<file path="src/sv/bfrx_pkg.sv">
package bfrx_pkg;

   // Framing bytes
   localparam logic [7:0] BYTE_BEGIN  = 8'hff;
   localparam logic [7:0] BYTE_END    = 8'hfe;
   localparam logic [7:0] BYTE_ACK    = 8'hfd;
   localparam logic [7:0] BYTE_ERR    = 8'hfc;
   localparam logic [7:0] BYTE_CMDMIN = 8'hf0;

   // Register reset values
   localparam logic [7:0] ESCAPE_RESET = 8'd251;
   localparam logic [7:0] MAXLEN_RESET = 8'd240;

   // Register indexes
   localparam logic [0:0] CSR_ESCAPE = 1'b0;
   localparam logic [0:0] CSR_MAXLEN = 1'b1;

   // Event codes
   localparam logic [2:0] EV_DATA = 3'd0;
   localparam logic [2:0] EV_GOOD = 3'd1;
   localparam logic [2:0] EV_BAD  = 3'd2;
   localparam logic [2:0] EV_LONG = 3'd3;
   localparam logic [2:0] EV_PACK = 3'd4;
   localparam logic [2:0] EV_PERR = 3'd5;

   typedef enum logic [7:0] {
      PH_IDLE = 8'b0000_0001,
      PH_LEN  = 8'b0000_0010,
      PH_RID  = 8'b0000_0100,
      PH_XOR  = 8'b0000_1000,
      PH_REV  = 8'b0001_0000,
      PH_TRS  = 8'b0010_0000,
      PH_AOP  = 8'b0100_0000,
      PH_EOP  = 8'b1000_0000
   } phase_type;

endpackage

</file>
<file path="src/sv/byte_frame_receiver_xor_check_unit.sv">
// Channel  | Dir | Payload (tdata, low bit first)         | Accepted when
// ---------+-----+----------------------------------------+---------------------------
// req_     | in  | [7:0] rx_byte                          | req_tvalid & req_tready
// rsp_     | out | [2:0] event_res, [10:3] value, pad 0s  | rsp_tvalid & rsp_tready
// csr_     | in  | csr_index (0 escape, 1 max length)     | csr_valid & csr_ready
//
// One beat per cycle sustained while rsp is not stalled. A beat is held in the
// input register, then the frame state machine decides on it and loads the result
// register; beats that make no result vanish. Reset (synchronous, active high)
// clears the frame state and loads register defaults. A stall on rsp backs up
// through the input register to req_tready; both registers keep their contents
// while stalled. csr_ready is always high.
module byte_frame_receiver_xor_check_unit
   import bfrx_pkg::*;
(
   input  logic        clock,
   input  logic        reset,
   input  logic        req_tvalid,
   output logic        req_tready,
   input  logic [7:0]  req_tdata,   // [7:0] rx_byte
   output logic        rsp_tvalid,
   input  logic        rsp_tready,
   output logic [15:0] rsp_tdata,   // [2:0] event_res, [10:3] value, [15:11] zero
   input  logic        csr_valid,
   output logic        csr_ready,
   input  logic [0:0]  csr_index,
   input  logic [7:0]  csr_data
);

   // configuration
   logic [7:0] escape_ff;
   logic [7:0] maxlen_ff;

   // input register
   logic       stage_valid_ff;
   logic [7:0] stage_byte_ff;

   // frame state
   phase_type         phase_ff, phase_in;
   logic signed [8:0] remaining_ff, remaining_in;
   logic [7:0]        frame_id_ff, frame_id_in;
   logic [7:0]        sent_xor_ff, sent_xor_in;
   logic [7:0]        running_xor_ff, running_xor_in;

   // result register
   logic       rsp_valid_ff;
   logic [2:0] rsp_event_ff;
   logic [7:0] rsp_value_ff;

   logic       advance;     // stage beat is consumed this cycle
   logic       emit;
   logic [2:0] emit_event;
   logic [7:0] emit_value;
   logic       do_count;
   logic [7:0] b;

   assign csr_ready  = 1'b1;
   assign advance    = stage_valid_ff && (!rsp_valid_ff || rsp_tready);
   assign req_tready = !stage_valid_ff || advance;
   assign rsp_tvalid = rsp_valid_ff;
   assign rsp_tdata  = {5'b0, rsp_value_ff, rsp_event_ff};
   assign b          = stage_byte_ff;

   // frame state machine
   always_comb begin
      phase_in       = phase_ff;
      remaining_in   = remaining_ff;
      frame_id_in    = frame_id_ff;
      sent_xor_in    = sent_xor_ff;
      running_xor_in = running_xor_ff;
      emit           = 1'b0;
      emit_event     = EV_DATA;
      emit_value     = b;
      do_count       = 1'b0;
      unique case (phase_ff)
         PH_IDLE: begin
            if (b > BYTE_CMDMIN) begin
               if (b == BYTE_BEGIN)    phase_in = PH_LEN;
               else if (b == BYTE_ACK) phase_in = PH_AOP;
               else if (b == BYTE_ERR) phase_in = PH_EOP;
            end
         end
         PH_LEN: begin
            if (b <= maxlen_ff) begin
               remaining_in = {1'b0, b};
               phase_in     = PH_RID;
            end else begin
               // too long: answer with the id kept from an earlier frame
               phase_in   = PH_IDLE;
               emit       = 1'b1;
               emit_event = EV_LONG;
               emit_value = frame_id_ff;
            end
         end
         PH_RID: begin
            frame_id_in = b;
            phase_in    = PH_XOR;
         end
         PH_XOR: begin
            sent_xor_in    = b;
            running_xor_in = 8'h00;
            phase_in       = PH_REV;
         end
         PH_REV: begin
            // end byte wins over an escape of the same value
            if (b == BYTE_END) begin
               phase_in   = PH_IDLE;
               emit       = 1'b1;
               emit_event = ((running_xor_ff == sent_xor_ff) && (remaining_ff == 9'sd0))
                            ? EV_GOOD : EV_BAD;
               emit_value = frame_id_ff;
            end else if (b == escape_ff) begin
               do_count = 1'b1;
               phase_in = PH_TRS;
            end else begin
               do_count = 1'b1;
               emit     = 1'b1;
            end
         end
         PH_TRS: begin
            do_count = 1'b1;
            emit     = 1'b1;
            phase_in = PH_REV;
         end
         PH_AOP: begin
            phase_in   = PH_IDLE;
            emit       = 1'b1;
            emit_event = EV_PACK;
         end
         PH_EOP: begin
            phase_in   = PH_IDLE;
            emit       = 1'b1;
            emit_event = EV_PERR;
         end
         default: begin
            phase_in = PH_IDLE;
         end
      endcase
      if (do_count) begin
         // count floors at -1
         if (!remaining_ff[8]) remaining_in = remaining_ff - 9'sd1;
         running_xor_in = running_xor_ff ^ b;
      end
   end

   always_ff @(posedge clock) begin
      if (reset) begin
         escape_ff <= ESCAPE_RESET;
         maxlen_ff <= MAXLEN_RESET;
      end else if (csr_valid && csr_ready) begin
         unique case (csr_index)
            CSR_ESCAPE: escape_ff <= csr_data;
            CSR_MAXLEN: maxlen_ff <= csr_data;
            default:    ;
         endcase
      end
   end

   always_ff @(posedge clock) begin
      if (reset) begin
         stage_valid_ff <= 1'b0;
      end else if (req_tready) begin
         stage_valid_ff <= req_tvalid;
      end
   end

   always_ff @(posedge clock) begin
      if (req_tready && req_tvalid) begin
         stage_byte_ff <= req_tdata;
      end
   end

   always_ff @(posedge clock) begin
      if (reset) begin
         phase_ff       <= PH_IDLE;
         remaining_ff   <= 9'sd0;
         frame_id_ff    <= 8'h00;
         sent_xor_ff    <= 8'h00;
         running_xor_ff <= 8'h00;
      end else if (advance) begin
         phase_ff       <= phase_in;
         remaining_ff   <= remaining_in;
         frame_id_ff    <= frame_id_in;
         sent_xor_ff    <= sent_xor_in;
         running_xor_ff <= running_xor_in;
      end
   end

   always_ff @(posedge clock) begin
      if (reset) begin
         rsp_valid_ff <= 1'b0;
      end else if (advance) begin
         rsp_valid_ff <= emit;
      end else if (rsp_tready) begin
         rsp_valid_ff <= 1'b0;
      end
   end

   always_ff @(posedge clock) begin
      if (advance && emit) begin
         rsp_event_ff <= emit_event;
         rsp_value_ff <= emit_value;
      end
   end

   // remaining only goes negative as far as -1
   a_floor: assert property (@(posedge clock) disable iff (reset)
      remaining_ff[8] |-> (remaining_ff == -9'sd1))
      else $error("remaining count below -1");

   // a result in the output register carries a defined event
   a_event: assert property (@(posedge clock) disable iff (reset)
      rsp_valid_ff |-> (rsp_event_ff <= EV_PERR))
      else $error("undefined event code");

   // the byte after an escape always comes out as data
   a_trs: assert property (@(posedge clock) disable iff (reset)
      (advance && (phase_ff == PH_TRS)) |=>
         (rsp_valid_ff && (rsp_event_ff == EV_DATA) && (phase_ff == PH_REV)))
      else $error("escaped byte not passed as data");

   // an oversize length returns to idle with a length event
   a_long: assert property (@(posedge clock) disable iff (reset)
      (advance && (phase_ff == PH_LEN) && (stage_byte_ff > maxlen_ff)) |=>
         ((phase_ff == PH_IDLE) && rsp_valid_ff && (rsp_event_ff == EV_LONG)))
      else $error("oversize length not rejected");

endmodule
</file>
<file path="config.mk">
export PLATFORM = sky130hd
export DESIGN_NAME = byte_frame_receiver_xor_check_unit
export DESIGN_NICKNAME = d
export VERILOG_FILES = /design/src/sv/bfrx_pkg.sv /design/src/sv/byte_frame_receiver_xor_check_unit.sv
export SDC_FILE = /design/constraint.sdc
export NUM_CORES = 1
export LEC_CHECK = 0
export BUFFER_PORTS_ARGS = -buffer_cell sky130_fd_sc_hd__buf_2
export CAP_MARGIN = 20
export CELL_PAD_IN_SITES_DETAIL_PLACEMENT = 0
export CELL_PAD_IN_SITES_GLOBAL_PLACEMENT = 1
export CORE_ASPECT_RATIO = 0.8
export CORE_UTILIZATION = 45
export DETAILED_ROUTE_END_ITERATION = 6
export HOLD_SLACK_MARGIN = 0.03
export PLACE_DENSITY_LB_ADDON = 0.1
export REMOVE_ABC_BUFFERS = 1
export SLEW_MARGIN = 5
export SYNTH_ARGS = -nofsm -noshare
export SYNTH_HDL_FRONTEND = slang
export SYNTH_SLANG_ARGS = --single-unit
</file>
<file path="constraint.sdc">
create_clock -name clock -period 3.4 [get_ports clock]
set_input_delay 0.68 -clock clock [delete_from_list [all_inputs] [get_ports clock]]
set_output_delay 0.68 -clock clock [all_outputs]
set_load 0.01 [all_outputs]
</file>
==> impl.org, run 1 <==
** CTS
- Clock buffer count from CTS :: 9
- The later pin in the worst-skew pair is clocked with a latency of 0.36 ns.
- Hold_buf cts :: 0
- The clock passes through at most 2 buffers.
- Clock-pin slew was measured on the worst setup and hold paths at 0.08 ns.
- The clock net in this run drives a total of 78 sinks.
- Clock tree from TritonCTS :: done
- The H-tree generated during clock tree synthesis spans 3 levels.
- Postcts setup bufs :: 0
- In this run the clock root is driven by a clkbuf_8.
- Number of gates resized after CTS :: 0

** Timing
- Worst slew pin tran :: 0.7473 ns
- Pins over their slew limit :: 0
- On the final layout, the worst hold slack is 0.4597 ns.
- Static timing analysis puts the maximum clock frequency at 0.3586 GHz.
- Period minus WS final :: 2.789 ns
- Clock tree skew after final layout :: 0.008837 ns
- Final sum of negative setup slack :: 0 ns
- RSZ-0062 raised after global routing :: false
- Final Hold Vio Count :: 0
- Final clock period utilization by the worst path :: 0.8203
- After layout, the worst setup slack is 0.6111 ns.
- Setup-failing EPs final :: 0
- Worst slew margin relative to its limit :: 0.4972

** Drt
- Violation count after the first detailed-routing iteration :: 184
- Number of design rule violations left after detail routing :: 0
- Final wirelength :: 9455 um
- Via-to-Cell Ratio :: 5.594
- Antenna Violating Nets Remaining :: 0
- Total iterations of the first detailed-routing run :: 4
- In the final routed layout, each cell accounts on average for 17.01 um.
- The routed layout has 3110 vias.

** Worst setup path
- Launch point of the critical path :: b[0]$_DFFE_PP_
- STA classifies the critical path endpoint as a flop.
- At the worst endpoint, the required time is 3.51 ns.
- Worst reg2reg path startpoint :: b[0]$_DFFE_PP_
- Path type of the worst setup path :: flop to flop
- The worst setup path is launched from a flop.
- Along the worst path, the maximum fanout reaches 9.
- Data arrival time at the worst-slack endpoint :: 2.90 ns

** Synthesis
- By area the synthesized netlist is led by dfxtp_1 (30%), edfxtp_1 (15%), mux2i_1 (5.7%).
- Of the synthesized area, sequential elements account for 0.4496.
- dfxtp_1 takes more of the synthesized area than any other cell.
- Synth async-reset ratio :: 0
- Cell variety after synth :: 49
- During synthesis, Yosys emitted a total of 0 warnings.
- Mapped Area :: 3896 um^2
- In the synthesized netlist the dominant register cell turns out to be dfxtp_1.
- A synthesized cell averages 9.277 um^2.
- Of the post-synthesis cell area, the dominant cell type holds 0.3031.
- The synthesized design contains 19 enable-type register cells.
- Post-Syn Instances :: 420
- Post-synthesis register bit count :: 78

** Outcome
- Status :: finished clean

** Placed design
- Number of buffers inserted by port buffering :: 34
- Routability-driven placement finished with a final weighted congestion of 0.8163.
- In this run the cell area measured after placement is 4126 um^2.
- After legalization and detailed placement, the total HPWL measured 6650 um.
- Placement Setup Slack :: 0.6477 ns

** GRT
- The first global-routing pass estimated 15590 um of wire.
- Number of antenna violations at the first check in global routing :: 0
- Maximum number of pins on one net before global-route repair :: 32
- Overflow left after global routing :: 0
- The via count of the first global-routing pass was 3050.
- Across every metal layer, demand over resource in global routing totals 0.2271.

** Power
- After layout, the design draws a total of 1.814 mW.
- VDD IR-drop max :: 0.0002040 V
- The analysis attributes to cell leakage a power of 1.742 nW.
- Pwr per Cell Area :: 421.1 nW/um^2

** Finish
- From synthesis to final layout, the design area changed by 10.57%.
- Most common library cell in the layout ignoring fill and taps :: dfxtp_1
- Total of fill cells in the finished design :: 767
- Summing all non-filler instances in the final layout gives an area of 4308 um^2.
- Of the cells placed in the final design, the portion with a size suffix greater than 1 is 0.1451.
- For this run, the post-layout net count is 476.
- Leading cell types in the layout, fill and taps excluded :: dfxtp_1 (59), nor2_1 (44), nand2_1 (35), buf_2 (34), a21oi_1 (25)
- The number of antenna diodes in the final layout is 0.

** Run
- Max-cap violations in this run came to 0.

** Floorplanning
- The die covers 9037 um^2.
- # rows :: 29
- Total core area :: 8164 um^2
- The die is 85.23 um tall.
- 41 I/O pins were placed.
- Die extent in x :: 106.0 um
- Initial Util :: 0.4772

** Hold path
- The startpoint identified for the worst hold timing path is maxlen_ff[3]$_SDFFE_PP0P_.
- The path class of the tightest hold or removal check is flop to flop.
[cells in the mapped netlist, drive strengths merged, types with 12 or more instances]
| master | n |
|---|---|
| dfxtp | 59 |
| nor2 | 44 |
| nand2 | 35 |
| a21oi | 25 |
| clkbuf | 22 |
| mux2i | 22 |
| edfxtp | 19 |
| nand3 | 16 |
| xor2 | 16 |
| buf | 14 |
| inv | 12 |
[through the flow]
stage / std cells / util
4_1_cts: 556 / 0.5277
3_5_place_dp: 541 / 0.5054
3_3_place_gp: 541 / 0.5054
2_1_floorplan: 388 / -
5_1_grt: 556 / 0.5277
6_report: 556 / 0.5277
[logic make-up after synthesis]
| kind of cell | count (synthesis) | synth area share |
|---|---|---|
| simple gates | 162 | 0.2203 |
| flops | 78 | 0.4496 |
| compound gates | 72 | 0.1252 |
| buf+inv | 48 | 0.05587 |
| xor+xnor | 26 | 0.05844 |
| mux | 22 | 0.05652 |
| fa+ha+maj | 10 | 0.03211 |
| other cells | 2 | 0.001928 |
[critical path, cell delays in order, from the launching register on]
cell	delay, ns
edfxtp_1	0.57
inv_1	0.14
ha_1	0.22
nor2b_1	0.13
o211ai_1	0.09
a211o_1	0.29
a21boi_0	0.56
nor2_1	0.30
o22a_1	0.24
[sequential cells by signal (all words and copies together) (netlist names)]
name	cells
maxlen_ff	8
stage_valid_ff	1
escape_ff	8
rsp_event_ff	3
phase_ff	8
b	8
rsp_tvalid	1
remaining_ff	9
sent_xor_ff	8
running_xor_ff	8
frame_id_ff	8
rsp_value_ff	8
[power breakdown]
| group | internal, mW | switching (mW) |
|---|---|---|
| Combinational | 0.0578 | 0.0872 |
| Sequential | 0.968 | 0.0227 |
| Clock | 0.335 | 0.343 |
| Total | 1.36 | 0.453 |
[path summary, 6_finish.rpt]
kind	endpoint	slack, ns	depth (start not counted)
min	maxlen_ff[3]$_SDFFE_PP0P_	0.46	2
min reg2reg	maxlen_ff[3]$_SDFFE_PP0P_	0.46	2
max reg2reg	rsp_value_ff[7]$_DFFE_PP_	0.61	8
max	rsp_value_ff[7]$_DFFE_PP_	0.61	8
[layer usage]
layer  vias to the layer above  global-route usage  part of all wire
met2                        79              0.3601              0.46
met5                         -                   0                 0
met4                         0             0.06313             0.012
met1                      1491              0.3100              0.49
li1                       1527                   -                 -
met3                        13             0.05453             0.044
[area by class of cell]
type,count,area [um^2],area share
clock buffer,11,131.4,0.03050
tap,108,135.1,0.03137
timing repair buffer,45,252.7,0.05867
clock inverter,4,50.05,0.01162
multi-input combinational,298,1942,0.4508
inverter,12,45.04,0.01046
sequential,78,1752,0.4066
Power figures use the tool's default switching activity.
==> inputs of run 2 (changes only) <==
--- a/config.mk
+++ b/config.mk
@@ -10,7 +10,7 @@
 export CELL_PAD_IN_SITES_DETAIL_PLACEMENT = 0
 export CELL_PAD_IN_SITES_GLOBAL_PLACEMENT = 1
 export CORE_ASPECT_RATIO = 0.8
-export CORE_UTILIZATION = 45
+export CORE_UTILIZATION = 41
 export DETAILED_ROUTE_END_ITERATION = 6
 export HOLD_SLACK_MARGIN = 0.03
 export PLACE_DENSITY_LB_ADDON = 0.1
==> constraint.sdc (replaced) <==
create_clock -name clock -period 2.3 [get_ports clock]
set_input_delay 0.46 -clock clock [delete_from_list [all_inputs] [get_ports clock]]
set_output_delay 0.46 -clock clock [all_outputs]
set_load 0.01 [all_outputs]
==> run 2 against run 1 <==
Compared with the run above: the run now ends with design-rule violations left; worst setup slack got worse by 0.58 ns; global-route usage fell by 0.97 points; hold slack got worse by 0.16 ns; critical path depth did not move; highest routed layer unchanged; largest power group is now the clock network; power rose by 76%; routed wire length rose by 5.6%; flip-flop and latch count did not move; sequential power rose by 47%; cell area rose by 6.4%; largest cell class unchanged; count of clock-buffer cells in the layout fell by 1; via count rose by 0.51%.
==> impl.org, run 2 (same netlist as run 1, synthesis figures left out) <==
** Outcome
- The flow ran to the end, but the final reports show violations.
- Violated checks :: design-rule violations

** Timing
- Based on the critical path, the design can be clocked at up to 0.4410 GHz.
- Period minus WS final :: 2.268 ns
- The final max-slew violation count came to 0.
- Setup-failing EPs final :: 0
- Adding up every negative setup slack in the final design gives 0 ns.
- Of the available clock period, the critical path in the final layout requires 0.9859.
- Clock tree skew after final layout :: 0.007648 ns
- In this run the tightest slew margin relative to its limit is 0.6368.
- RSZ-0062 raised after global routing :: true
- For the pin with the worst max-slew slack, the measured transition is 0.5399 ns.
- Final Hold Vio Count :: 0

** Finish
- Area Growth Syn to Fin :: 17.60%
- Core Util, Final :: 0.5005
- Layout cell share with drive strength beyond 1 :: 0.1845
- Layout Cell Area excl Fill :: 4582 um^2
- The register with the most flip-flops in the layout has 9 of them.
- Most common library cell in the layout ignoring fill and taps :: dfxtp_1
- Leading cell types in the layout, fill and taps excluded :: dfxtp_1 (59), nor2_1 (43), nand2_1 (35), buf_2 (34), buf_4 (28)
- 0 antenna diodes ended up in the layout.
- Count of nets after finishing :: 493
- Largest register by flop count :: remaining_ff

** Drt
- For this run, design rule violations remaining after detail routing come to 12.
- Using the TritonRoute via totals, the vias-per-cell ratio works out to 5.380.
- Summing over every cut layer, the via total after detailed routing is 3126.
- Wire length per cell after detailed routing :: 17.18 um
- Total iterations of the first detailed-routing run :: 7
- The detail route stage leaves a number of antenna-violating nets equal to 0.
- Summed over all layers, the routed wires come to 9980 um.
- In this run, the number of DRC markers left after iteration 0 of detailed routing was 194.

** Floorplanning
- Total core area :: 9154 um^2
- Row generation in the floorplan step produced 31 rows.
- The floorplan step defined a die boundary enclosing 9899 um^2.
- Initial Util :: 0.4256
- # IOs :: 41
- Die extent in x :: 111.0 um
- Measured along the y axis, the die boundary spans 89.19 um.

** GRT
- Vias in the first global route :: 3033
- Maximum number of pins on one net before global-route repair :: 31
- Met2 GRT Util :: 0.3288
- Global-route track usage on met3 :: 0.05559
- The number of antenna violations at the first check in global routing was 0.
- For met1 alone, demand over resource in global routing was 0.3089.
- After global routing, the most crowded layer is met2.
- Wire length of the first global-routing pass :: 16250 um
- Overflow left after global routing :: 0
- Global Route Usage Sum :: 0.2174

** Placed design
- In this run the tool buffered the top-level ports with 34 buffer cells.
- Weighted congestion at the end of routability-driven global placement :: 0.7773
- Area after detailed placement :: 4248 um^2
- The wire-length estimate of the detail-placed layout is 7065 um.

** Worst setup path
- Nature of the critical path startpoint :: flop
- Critical path peak fanout :: 11
- Data arrival time at the worst-slack endpoint :: 2.30 ns
- STA puts the critical path data required time at 2.34 ns.
- Critical path endpoint category :: flop
- Path type of the worst setup path :: flop to flop

** Power
- The analysis attributes to cell leakage a power of 1.891 nW.
- Power spread over the standard cell area amounts to 698.5 nW/um^2.
- VDD IR-drop max :: 0.0004096 V

** CTS
- TritonCTS built the clock tree.
- After clock tree synthesis, the clock-pin slew on the worst setup and hold paths is 0.06 ns.
- TritonCTS created 9 clock buffers.
- Hold_buf cts :: 0
- Clock tree synthesis found a total of 78 sinks.
- Library cell used as clock root buffer :: clkbuf_16
- Clock insertion delay at the later pin of the skew report :: 0.34 ns
- The H-tree generated during clock tree synthesis spans 3 levels.
- The clock passes through at most 2 buffers.

** Run
- Max-cap violations in this run came to 0.

** Hold path
- HP Class :: input port to flop
run 2: path summary, 6_finish.rpt:
check | endpoint | slack, ns | from | cells after the start
setup / recovery | rsp_event_ff[2]$_DFFE_PP_ | 0.03 | b[1]$_DFFE_PP_ | 8
hold reg to reg | maxlen_ff[1]$_SDFFE_PP0P_ | 0.46 | maxlen_ff[1]$_SDFFE_PP0P_ | 2
setup reg to reg | rsp_event_ff[2]$_DFFE_PP_ | 0.03 | b[1]$_DFFE_PP_ | 8
hold / removal | b[5]$_DFFE_PP_ | 0.30 | req_tdata[5] | 1
run 2: what timing repair did:
action / CTS / global route
pin swaps: 0 / 2
gates resized for setup: 1 / 2
gates cloned: 0 / 0
setup buffers: 0 / 2
endpoints found under the setup margin: 18 / 27
run 2: metrics by stage:
stage | total power [mW] | instances | setup slack (ns) | hold slack, ns
4_1_cts | 3.233 | 579 | 0.03478 | 0.2900
2_1_floorplan | 1.611 | 388 | -0.8423 | 0.4303
5_1_grt | 3.326 | 581 | -0.09265 | 0.2828
3_3_place_gp | 1.721 | 563 | 0.0008520 | 0.4437
6_report | 3.200 | 581 | 0.03237 | 0.3000
3_5_place_dp | 1.722 | 563 | -0.02953 | 0.4503
run 2: final cells by class:
class	instances	area, um^2
clock inverter	6	86.33
timing repair buffer	62	380.4
inverter	12	45.04
clock buffer	10	229.0
multi-input combinational	298	1946
fill	871	4572
sequential	78	1752
tap	115	143.9
run 2: power breakdown:
group	switching [mW]	total, mW	internal [mW]	leakage, nW
Combinational	0.143	0.239	0.0960	1.09
Sequential	0.0221	1.46	1.43	0.650
Clock	0.558	1.51	0.948	0.152
run 2: critical path, stage by stage, from the launching register on:
cell and delay [ns]:
edfxtp_1 0.41, ha_1 0.32, nor2b_1 0.14, o211ai_1 0.09, a211o_1 0.30, a21boi_1 0.32
nor3_1 0.10, nor2_1 0.09, buf_4 0.20
run 2: metal layers:
metal | part of all wire | wire, um | vias to the layer above
met4 | 0.0070 | 70 | 0
met3 | 0.052 | 519 | 7
met5 | 0 | 0 | -
met1 | 0.53 | 5261 | 1487
li1 | - | - | 1554
met2 | 0.41 | 4129 | 78
